<file path="src/design/mmm_pkg.sv">
`default_nettype none

package mmm_pkg;

	typedef enum logic [2:0] {
		S_LOAD = 3'b001,
		S_KICK = 3'b010,
		S_FIN  = 3'b100
	} state_t;

	// Control broadcast to every cell of the sort chain.
	typedef struct packed {
		logic load;
		logic shift;
	} cell_ctl_t;

endpackage

`default_nettype wire

</file>
<file path="src/design/mmm_if.sv">
`default_nettype none

interface mmm_in_if #(
	parameter int W = 32
);
	logic         valid;
	logic         ready;
	logic [W-1:0] sample;
	logic         last;

	modport source (output valid, output sample, output last, input ready);
	modport sink (input valid, input sample, input last, output ready);
endinterface

interface mmm_out_if #(
	parameter int W = 32
);
	logic         valid;
	logic         ready;
	logic [W-1:0] score;
	logic         overflowed;

	modport source (output valid, output score, output overflowed, input ready);
	modport sink (input valid, input score, input overflowed, output ready);
endinterface

`default_nettype wire

</file>
<file path="src/design/mmm_cell.sv">
`default_nettype none

module mmm_cell import mmm_pkg::*; #(
	parameter int W   = 32,
	parameter int CW  = 5,
	parameter int IDX = 0
) (
	input  logic                clk,
	input  cell_ctl_t           ctl,
	input  logic [CW-1:0]       count,
	input  logic signed [W-1:0] din,
	input  logic signed [W-1:0] prev_val,
	input  logic                prev_gt,
	input  logic signed [W-1:0] next_val,
	output logic signed [W-1:0] val,
	output logic                gt
);

	logic signed [W-1:0] val_q;
	logic                occ;

	assign occ = count > CW'(IDX);
	assign gt  = occ && (val_q > din);
	assign val = val_q;

	// Insert: an occupied cell above the new sample moves right; the first such
	// cell (or the first empty one) takes the sample. Shift drains toward cell 0.
	always_ff @(posedge clk) begin
		if (ctl.shift) begin
			val_q <= next_val;
		end else if (ctl.load && (!occ || gt)) begin
			val_q <= prev_gt ? prev_val : din;
		end
	end

endmodule

`default_nettype wire

</file>
<file path="src/design/mmm_div.sv">
`default_nettype none

module mmm_div #(
	parameter int NW = 37,
	parameter int DW = 5,
	parameter int QW = 32
) (
	input  logic                 clk,
	input  logic                 arst_n,
	input  logic                 start,
	input  logic signed [NW-1:0] dividend,
	input  logic [DW-1:0]        divisor,
	output logic                 done,
	output logic signed [QW-1:0] quotient
);

	localparam int KW = $clog2(NW + 1);

	logic [NW-1:0] a_q;
	logic [DW-1:0] r_q;
	logic [DW-1:0] d_q;
	logic [KW-1:0] cnt_q;
	logic          neg_q;
	logic          busy_q;
	logic          done_q;
	logic [DW:0]   trial;
	logic          qbit;
	logic [DW:0]   r_next;
	logic [NW-1:0] q_signed;

	assign trial    = {r_q, a_q[NW-1]};
	assign qbit     = trial >= {1'b0, d_q};
	assign r_next   = qbit ? (trial - {1'b0, d_q}) : trial;
	assign q_signed = neg_q ? (~a_q + NW'(1)) : a_q;
	assign quotient = q_signed[QW-1:0];
	assign done     = done_q;

	always_ff @(posedge clk or negedge arst_n) begin
		if (!arst_n) begin
			busy_q <= 1'b0;
			done_q <= 1'b0;
			cnt_q  <= '0;
		end else if (start) begin
			busy_q <= 1'b1;
			done_q <= 1'b0;
			cnt_q  <= KW'(NW);
		end else if (busy_q) begin
			cnt_q <= cnt_q - KW'(1);
			if (cnt_q == KW'(1)) begin
				busy_q <= 1'b0;
				done_q <= 1'b1;
			end
		end
	end

	// Restoring divide on the magnitude, one quotient bit per cycle.
	always_ff @(posedge clk) begin
		if (start) begin
			a_q   <= dividend[NW-1] ? (~dividend + NW'(1)) : dividend;
			neg_q <= dividend[NW-1];
			r_q   <= '0;
			d_q   <= divisor;
		end else if (busy_q) begin
			a_q <= {a_q[NW-2:0], qbit};
			r_q <= r_next[DW-1:0];
		end
	end

endmodule

`default_nettype wire

</file>
<file path="src/design/min_of_median_and_mean.sv">
// Loading: one sample per cycle, inserted into a sorted chain of MAX_SAMPLES cells.
// Closing a set: the marked transaction, then the start state, then the bit-serial
// divider over SAMPLE_WIDTH + clog2(MAX_SAMPLES+1) bits (37 at default), then the
// result registered once the output is free; no samples are taken meanwhile.
// The result register frees the input side while a score waits to be taken.
// Reset (arst_n low) clears count, sum, overflow flag, FSM and result valid.
`default_nettype none

module min_of_median_and_mean import mmm_pkg::*; #(
	parameter int MAX_SAMPLES  = 16,
	parameter int SAMPLE_WIDTH = 32
) (
	input  logic     clk,
	input  logic     arst_n,
	mmm_in_if.sink   samples,
	mmm_out_if.source result
);

	localparam int SW   = SAMPLE_WIDTH;
	localparam int CW   = $clog2(MAX_SAMPLES + 1);
	localparam int SUMW = SW + CW;
	localparam int N1   = (MAX_SAMPLES > 1) ? 1 : 0;

	state_t                 state_q;
	logic [CW-1:0]          count_q;
	logic signed [SUMW-1:0] sum_q;
	logic                   ovf_q;
	logic [CW-1:0]          sh_q;
	logic                   med_done_q;
	logic signed [SW-1:0]   med_q;
	logic                   res_valid_q;
	logic signed [SW-1:0]   score_q;
	logic                   res_ovf_q;

	logic                   acc;
	logic                   full;
	logic [CW-1:0]          target;
	logic                   at_target;
	logic signed [SW:0]     pair_sum;
	logic signed [SW-1:0]   med_val;
	logic                   div_done;
	logic signed [SW-1:0]   mean;
	logic                   fin_ok;
	cell_ctl_t              ctl;

	logic signed [SW-1:0]   cval [MAX_SAMPLES];
	logic                   cgt  [MAX_SAMPLES];

	assign acc     = samples.valid && samples.ready;
	assign full    = count_q == CW'(MAX_SAMPLES);
	assign samples.ready = state_q == S_LOAD;

	// Drain to the lower middle in cell 0; an even count puts the upper one in cell 1.
	assign target    = count_q[0] ? (count_q >> 1) : ((count_q >> 1) - CW'(1));
	assign at_target = sh_q == target;
	assign pair_sum  = {cval[0][SW-1], cval[0]} + {cval[N1][SW-1], cval[N1]};
	assign med_val   = count_q[0] ? cval[0] : pair_sum[SW:1];

	assign ctl.load  = acc && !full;
	assign ctl.shift = (state_q == S_FIN) && !med_done_q && !at_target;

	assign fin_ok = (state_q == S_FIN) && med_done_q && div_done
		&& (!res_valid_q || result.ready);

	genvar gi;
	generate
		for (gi = 0; gi < MAX_SAMPLES; gi++) begin : g_cell
			mmm_cell #(
				.W   (SW),
				.CW  (CW),
				.IDX (gi)
			) u_cell (
				.clk      (clk),
				.ctl      (ctl),
				.count    (count_q),
				.din      (samples.sample),
				.prev_val ((gi == 0) ? cval[0] : cval[(gi == 0) ? 0 : gi - 1]),
				.prev_gt  ((gi == 0) ? 1'b0 : cgt[(gi == 0) ? 0 : gi - 1]),
				.next_val (cval[(gi == MAX_SAMPLES - 1) ? gi : gi + 1]),
				.val      (cval[gi]),
				.gt       (cgt[gi])
			);
		end
	endgenerate

	mmm_div #(
		.NW (SUMW),
		.DW (CW),
		.QW (SW)
	) u_div (
		.clk      (clk),
		.arst_n   (arst_n),
		.start    (state_q == S_KICK),
		.dividend (sum_q),
		.divisor  (count_q),
		.done     (div_done),
		.quotient (mean)
	);

	always_ff @(posedge clk or negedge arst_n) begin
		if (!arst_n) begin
			state_q     <= S_LOAD;
			count_q     <= '0;
			sum_q       <= '0;
			ovf_q       <= 1'b0;
			sh_q        <= '0;
			med_done_q  <= 1'b0;
			res_valid_q <= 1'b0;
		end else begin
			if (fin_ok) begin
				res_valid_q <= 1'b1;
			end else if (result.ready) begin
				res_valid_q <= 1'b0;
			end
			unique case (state_q)
				S_LOAD: begin
					if (acc) begin
						if (full) begin
							ovf_q <= 1'b1;
						end else begin
							count_q <= count_q + CW'(1);
							sum_q   <= sum_q + {{CW{samples.sample[SW-1]}}, samples.sample};
						end
						if (samples.last) begin
							state_q <= S_KICK;
						end
					end
				end
				S_KICK: begin
					sh_q       <= '0;
					med_done_q <= 1'b0;
					state_q    <= S_FIN;
				end
				S_FIN: begin
					if (!med_done_q) begin
						if (at_target) begin
							med_done_q <= 1'b1;
						end else begin
							sh_q <= sh_q + CW'(1);
						end
					end
					if (fin_ok) begin
						count_q     <= '0;
						sum_q       <= '0;
						ovf_q       <= 1'b0;
						state_q     <= S_LOAD;
					end
				end
				default: begin
					state_q <= S_LOAD;
				end
			endcase
		end
	end

	always_ff @(posedge clk) begin
		if ((state_q == S_FIN) && !med_done_q && at_target) begin
			med_q <= med_val;
		end
		if (fin_ok) begin
			score_q   <= (mean < med_q) ? mean : med_q;
			res_ovf_q <= ovf_q;
		end
	end

	assign result.valid      = res_valid_q;
	assign result.score      = score_q;
	assign result.overflowed = res_ovf_q;

endmodule

`default_nettype wire

</file>
<file path="src/flat_wrapper.sv">
// flat-port wrapper written by rule: the top's interface ports become plain ports
module min_of_median_and_mean_flat import mmm_pkg::*;
#(
	parameter int MAX_SAMPLES  = 16,
	parameter int SAMPLE_WIDTH = 32
)
  (clk, arst_n, samples_valid, samples_sample, samples_last, samples_ready, result_valid, result_score, result_overflowed, result_ready);
  mmm_in_if #(.W((32))) samples_i ();
  mmm_out_if #(.W((32))) result_i ();
  input  logic clk;
  input  logic arst_n;
  input wire logic [$bits(samples_i.valid)-1:0] samples_valid;
  input wire logic [$bits(samples_i.sample)-1:0] samples_sample;
  input wire logic [$bits(samples_i.last)-1:0] samples_last;
  output wire logic [$bits(samples_i.ready)-1:0] samples_ready;
  output wire logic [$bits(result_i.valid)-1:0] result_valid;
  output wire logic [$bits(result_i.score)-1:0] result_score;
  output wire logic [$bits(result_i.overflowed)-1:0] result_overflowed;
  input wire logic [$bits(result_i.ready)-1:0] result_ready;
  assign samples_i.valid = samples_valid;
  assign samples_i.sample = samples_sample;
  assign samples_i.last = samples_last;
  assign samples_ready = samples_i.ready;
  assign result_valid = result_i.valid;
  assign result_score = result_i.score;
  assign result_overflowed = result_i.overflowed;
  assign result_i.ready = result_ready;
  min_of_median_and_mean #(.MAX_SAMPLES(MAX_SAMPLES), .SAMPLE_WIDTH(SAMPLE_WIDTH)) u_core (.clk(clk), .arst_n(arst_n), .samples(samples_i), .result(result_i));
endmodule
</file>
<file path="config.mk">
export PLATFORM = sky130hd
export DESIGN_NAME = min_of_median_and_mean_flat
export DESIGN_NICKNAME = d
export VERILOG_FILES = /design/src/design/mmm_pkg.sv /design/src/design/mmm_if.sv /design/src/design/mmm_cell.sv /design/src/design/mmm_div.sv /design/src/design/min_of_median_and_mean.sv /design/src/flat_wrapper.sv
export SDC_FILE = /design/constraint.sdc
export NUM_CORES = 2
export LEC_CHECK = 0
export ABC_AREA = 1
export BUFFER_PORTS_ARGS = -buffer_cell sky130_fd_sc_hd__buf_2
export CORE_MARGIN = 2
export CORE_UTILIZATION = 65
export CTS_CLUSTER_DIAMETER = 40
export DETAILED_ROUTE_END_ITERATION = 7
export PLACE_DENSITY_LB_ADDON = 0.25
export SETUP_SLACK_MARGIN = 0.05
export SYNTH_ARGS = -nofsm -noshare
export SYNTH_HDL_FRONTEND = slang
export SYNTH_SLANG_ARGS = --single-unit
</file>
<file path="constraint.sdc">
create_clock -name clk -period 5.34 [get_ports clk]
set_input_delay 0.267 -clock clk [delete_from_list [all_inputs] [get_ports clk]]
set_output_delay 0.267 -clock clk [all_outputs]
set_load 0.01 [all_outputs]
</file>
# Word-level counts from Yosys, hierarchy flattened
# Index checks and enable logic that the tools add are counted.
# totals
register_bits	686
input_bits	37
output_inout_bits	35
word_cells	280
# op_classes
n_addsub	9
order_cmp	34
n_eq_ne	13
muxes	85
bitwise	3
n_reduce_logical	103
# op_table
cell	count
32-bit two-way mux	48
32-bit > comparator	16
37-bit two-way mux	6
37-bit case mux with 2 select lines	1
5-bit by 4-bit > comparator with 1-bit output, second input constant	8
1-bit logical AND	40
2-bit nonzero test	20
37-bit by 2-bit adder with 37-bit output, second input constant	1
37-bit adder	1
37-bit NOT	1
5-bit two-way mux	7
32-bit by 32-bit adder with 33-bit output	1
32-bit by 1-bit adder with 32-bit output, second input constant	1
32-bit less-than comparator	1
32-bit NOT	1
5-bit by 3-bit > comparator with 1-bit output, second input constant	4
1-bit zero test	20
5-bit case mux with 2 select lines	2
1-bit logical OR	17
1-bit two-way mux	13
6-bit two-way mux	2
2-bit inequality test, second input constant	6
5-bit by 1-bit adder with 5-bit output, second input constant	2
5-bit by 1-bit > comparator with 1-bit output, second input constant	2
other kinds (19)	26

# Longest topological paths before layout
# logic_depth
word_depth	7
ltp_mapped	21
depth_no_buf	20

# Cells and area by module
# Synthesis repeated with hierarchy kept, for this count alone.
# unflattened
hier_cells	6935
hier_area_um2	55821.0
# modules_own_cells
module	instances	cells_per_inst	area_each_um2	seq_area_each_um2
min_of_median_and_mean	1	1511	10346.2	3279.4
mmm_cell (u_core.g_cell[0].u_cell ...)	2	296	2555.0	960.9
mmm_cell (u_core.g_cell[15].u_cell ...)	2	308	2555.0	960.9
mmm_cell (u_core.g_cell[12].u_cell ...)	2	296	2553.7	960.9
mmm_div	1	660	4663.2	1591.5
mmm_cell (u_core.g_cell[6].u_cell)	1	299	2567.5	960.9
mmm_cell (u_core.g_cell[9].u_cell)	1	296	2560.0	960.9
mmm_cell (u_core.g_cell[3].u_cell)	1	295	2556.2	960.9
mmm_cell (u_core.g_cell[1].u_cell)	1	294	2555.0	960.9
mmm_cell (u_core.g_cell[10].u_cell)	1	295	2552.4	960.9
mmm_cell (u_core.g_cell[8].u_cell)	1	295	2551.2	960.9
mmm_cell (u_core.g_cell[13].u_cell)	1	300	2547.4	960.9
mmm_cell (u_core.g_cell[4].u_cell)	1	295	2534.9	960.9
mmm_cell (u_core.g_cell[11].u_cell)	1	297	2532.4	960.9
mmm_cell (u_core.g_cell[5].u_cell)	1	298	2527.4	960.9

# Least setup slack after synthesis
# OpenSTA, ideal clock, no wires.
# synth_timing
path_type	in2reg
start	in samples_sample[31]
end	reg u_core.g_cell[15].u_cell.val_q[0], enable pin
setup_time_ps	432
t_arrival_ps	3877
required_time_ps	4908
path_slack_ps	1031
cell_stages	13
path_buffers	1
path_cell_list	inv_1 -> clkbuf_1 -> ha_1 -> nand2_1 -> nor2_1 -> nor3b_1 -> nor4b_1 -> nand2_1 -> nand2_1 -> nand2_1 -> nand2_1 -> nand2_1 -> a21oi_1
# synth_via
elab_chain_len	5
# synth_rtl
element	line_no	rtl
from (decl)	flat_wrapper.sv:13	input wire logic [$bits(samples_i.sample)-1:0] samples_sample;
32-bit > comparator	mmm_cell.sv:23	assign gt = occ && (val_q > din);
1-bit logical AND	mmm_cell.sv:23	
1-bit logical OR	mmm_cell.sv:31	end else if (ctl.load && (!occ || gt)) begin
1-bit logical AND	mmm_cell.sv:31	
2-bit AND reduction (no source line)	--	
to (signal assigned)	mmm_cell.sv:30	val_q <= next_val;
to (signal assigned)	mmm_cell.sv:32	val_q <= prev_gt ? prev_val : din;
to (decl)	mmm_cell.sv:19	logic signed [W-1:0] val_q;
# No other way between the ends.
# A chain may end at the register's enable or synchronous reset.

# Final worst setup path
# layout_timing
start	reg u_core.u_div.a_q[0]
end	reg u_core.score_q[21], in the netlist u_core.result.score[21] (data pin)
# layout_via
elab_chain_len	5
# layout_rtl
element	line_no	rtl
from (decl)	mmm_div.sv:19	logic [NW-1:0] a_q;
from (signal assigned)	mmm_div.sv:59	a_q <= dividend[NW-1] ? (~dividend + NW'(1)) : dividend;
from (signal assigned)	mmm_div.sv:64	a_q <= {a_q[NW-2:0], qbit};
32-bit NOT	mmm_div.sv:34	assign q_signed = neg_q ? (~a_q + NW'(1)) : a_q;
32-bit by 1-bit adder with 32-bit output	mmm_div.sv:34	
32-bit two-way mux (*)	mmm_div.sv:34	
32-bit less-than comparator	min_of_median_and_mean.sv:161	score_q <= (mean < med_q) ? mean : med_q;
32-bit two-way mux (*)	min_of_median_and_mean.sv:161	
to (signal assigned)	min_of_median_and_mean.sv:161	
to (decl)	min_of_median_and_mean.sv:32	logic signed [SW-1:0] score_q;
# Every way passes the cells marked *; elsewhere a longest branch is shown, timed or not.

==> key figures <==
Outcome
  – Status: finished clean

Synth
  – Yosys reg bits: just under 700
  – Post-synthesis cell area: 55850 um^2
  – Synth cell types: 55
  – Synthesized area per cell: around 7.4 um^2
  – Post-synth EDFFs: 620
  – Syn Inst Count: about 7500
  – Synthesized net count: 8180
  – Sequential share of the synthesized area: 0.3625
  – Yosys warnings: 0
  – Ys async rst share: 0.08892
  – Synth Flop Type: edfxtp_1

Setup path
  – Max Fanout on Critical Path: 32
  – Arrival time of the worst setup path: 4.95 ns
  – CP Class: reg2reg
  – Crit path capture type: flop
  – Worst reg-to-reg path cell count: 17
  – Crit path required time: approximately 5.8 ns
  – Crit path launch type: flop

Floorplanning
  – Initial Utilization: 0.6560
  – Die Height: approximately 300 um
  – # IOs: 72
  – Die X: around 300 um
  – Row count: between 100 and 150
  – Core area: ~85000 um^2
  – Die Area: just under 90000 um^2

Place
  – Port bufs: just over 70
  – GPL Wtd Cong: 1.011
  – Final HPWL DP: about 140 mm

Global routing
  – Routing usage on met2: 0.6445
  – Initial antenna violation count: 5
  – Largest net degree at the start of global routing: between 150 and 200
  – Number of global-route vias before repair: ~53000
  – First-pass GRT wire length: around 300 mm
  – Overflow after GRT: 0
  – Total track usage: 0.4295
  – Met3 Track Usage GR: 0.1197
  – Met1 usage: 0.5618
  – Busiest grt layer: met2

Route
  – Via count: 56120
  – Pre-antenna DRT Iters: 8
  – Post-route ant nets: 0
  – WL/cell: around 22 um
  – Post-Route WL: 194.3 mm
  – Iter 0 DRT Violations: a little under 8000
  – Vias per cell: approximately 6.4
  – DRC Markers: 0

Worst hold path
  – Hold Crit Depth: 3
  – Hold Path Class: in2reg

Layout
  – Area Overhead vs Synth: 10.76%
  – Fill count: roughly 6800
  – Final core utilization: 0.7266
  – Total Nets Final: 8223
  – Most common cell after layout, fill and taps aside: nand2_1
  – Share of layout cells above drive strength 1: 0.06476
  – Commonest cells after routing, fill and taps aside: nand2_1 (2453), nand3_1 (943), inv_1 (830)
  – FF/Latch Area: 20250 um^2
  – Multi-input gate area: about 31000 um^2

Clock tree
  – Clock Path Buffers: 3
  – Post-cts sizing count: 0
  – Clock Latency Late Sink: 0.75 ns
  – Reg clk slew, reported paths: approximately 0.060 ns
  – CTS HTree Levels: 4
  – TritonCTS clock tree: yes
  – Cts hold-fix bufs: 15
  – CTS buffer count: 131
  – Clk root buf: clkbuf_16
  – Post-CTS Setup Bufs: 0
  – Clk sinks: 686

Job
  – Max cap viols: 0

STA
  – Final setup viols: 0
  – Slew Limit Fails: 0
  – Fin crit period: roughly 4.5 ns
  – Setup TNS: 0 ns
  – Unrepaired setup endpoints after global routing: no
  – Period utilization: 0.8342
  – Final worst clock skew: between 0.02 and 0.03 ns
  – Slew HR: 0.2166
  – Fin. Hold Viols: 0
  – Tightest Pin Transition: roughly 1.2 ns
  – Fmax achieved: between 200 and 250 MHz

Power
  – Pwr Density: approximately 740 nW/um^2
  – Max IR drop VDD: between 0.4 and 0.5 mV
  – Total Power: 45.80 mW
  – Static Leak: ~30 nW
==> critical path, cell delays in order (launching register included) <==
cell      delay, ns
edfxtp_1       0.38
inv_1          0.17
nand4_1        0.14
nor3_1         0.40
nand3_1        0.15
nand2_1        0.13
nand2_1        0.14
o21ai_0        0.17
nand2_1        0.11
ha_1           0.36
nand2_1        0.10
nor4_1         0.43
nor4b_1        0.27
nand2_1        0.13
nand2_1        0.09
nand2_1        0.62
nand3_1        0.30
nand2_1        0.08
==> cells in the mapped netlist, types with 5 or more instances <==
| cell type | number | share of area |
|---|---|---|
| inv_1 | 835 | 0.056 |
| dfrtp_1 | 60 | 0.027 |
| o21ai_0 | 233 | 0.021 |
| nand3_1 | 943 | 0.084 |
| nand2_1 | 2453 | 0.16 |
| nor4_1 | 13 | 0.0015 |
| nor3_1 | 46 | 0.0041 |
| buf_2 | 91 | 0.0082 |
| or2_2 | 13 | 0.0015 |
| o21a_1 | 36 | 0.0048 |
| edfxtp_1 | 620 | 0.33 |
| o21ai_1 | 37 | 0.0033 |
| xnor2_1 | 13 | 0.0020 |
| buf_1 | 5 | 0.00034 |
| and3_1 | 8 | 0.00090 |
| xor2_1 | 63 | 0.0099 |
| o211ai_1 | 16 | 0.0022 |
| a21boi_0 | 7 | 0.00094 |
| dfxtp_1 | 5 | 0.0018 |
| a31oi_1 | 7 | 0.00078 |
| o31ai_1 | 10 | 0.0013 |
| o22ai_1 | 17 | 0.0019 |
| buf_6 | 47 | 0.0095 |
| a21oi_1 | 386 | 0.035 |
| buf_4 | 7 | 0.00094 |
| nand3b_1 | 8 | 0.0011 |
| ha_1 | 630 | 0.14 |
| nor2_1 | 347 | 0.023 |
| o21bai_1 | 5 | 0.00067 |
| nor4b_1 | 5 | 0.00078 |
| nand4_1 | 287 | 0.032 |
| a21o_1 | 29 | 0.0039 |
| inv_2 | 6 | 0.00040 |
| clkbuf_1 | 188 | 0.013 |
==> where the power goes <==
part	switching [mW]	internal [mW]	total, mW	leakage, nW
clock	3.03	5.39	8.42	2.15
sequential	2.92	10.3	13.2	6.52
combinational	16.5	7.66	24.2	21.5
total	22.5	23.3	45.8	30.2
==> area by class of cell <==
cell class / count / share of cell area
Clock inverter: 89 / 0.01545
Multi-Input combinational cell: 5640 / 0.4965
Tap cell: 1144 / 0.02314
Sequential cell: 686 / 0.3273
Inverter: 843 / 0.05135
Clock buffer: 150 / 0.05584
Timing Repair Buffer: 251 / 0.03042
Antenna cell: 1 / 0.00004045
==> registers in the layout (all words and copies together), names as in the netlist, 3 cells and up <==
| signal | count |
|---|---|
| u_core.count_q | 5 |
| u_core.g_cell.u_cell.val | 512 |
| u_core.med_q | 32 |
| u_core.result.score | 32 |
| u_core.sh_q | 5 |
| u_core.state_q | 3 |
| u_core.sum_q | 37 |
| u_core.u_div.a_q | 37 |
| u_core.u_div.cnt_q | 6 |
| u_core.u_div.d_q | 5 |
| u_core.u_div.r_q | 5 |
==> through the flow <==
step | setup slack, ns | hold slack, ns | instances | instance area [um^2]
2_1_floorplan | 1.031 | -0.02859 | 7510 | 55850
3_3_place_gp | 1.028 | 0.4400 | 8549 | 57300
3_5_place_dp | 0.9283 | 0.4386 | 8549 | 57300
4_1_cts | 0.9080 | 0.001661 | 8803 | 61860
5_1_grt | 0.3436 | 0.02721 | 8803 | 61860
6_report | 0.8855 | 0.02854 | 8804 | 61870
==> worst paths after layout <==
path                                               start                                          to  slack (ns)
max                        u_core.u_div.a_q[0]$_DFFE_PP_           u_core.result.score[21]$_DFFE_PP_        0.89
min                                   samples_sample[28]  u_core.g_cell[15].u_cell.val[28]$_DFFE_PP_        0.03
min in group asynchronous                         arst_n             u_core.result.valid$_DFFE_PN0P_        0.24
min reg2reg                     u_core.ovf_q$_DFFE_PN0P_          u_core.result.overflowed$_DFFE_PP_        0.47
max in group asynchronous                         arst_n                u_core.sum_q[27]$_DFFE_PN0P_        4.43
max reg2reg                u_core.u_div.a_q[0]$_DFFE_PP_           u_core.result.score[21]$_DFFE_PP_        0.89
==> per-layer routing <==
metal,routed length [um],vias to the layer above
met4,12020,6
met1,71880,25890
met2,83430,3956
met5,98,-
met3,26830,808
li1,-,25460
==> cell families (layout without fill, tap and decap cells) <==
kind of cell | after synthesis | in the layout | synth area share
AO/OA/AOI/OAI | 796 | 796 | 0.07787
flip-flops | 686 | 686 | 0.3625
buffers and inverters | 1184 | 1333 | 0.08904
XOR/XNOR | 76 | 76 | 0.01192
adder cells (fa/ha/maj) | 633 | 633 | 0.1422
other | 0 | 1 | 0
AND/OR/NAND/NOR | 4135 | 4135 | 0.3165
Power figures use the tool's default switching activity.
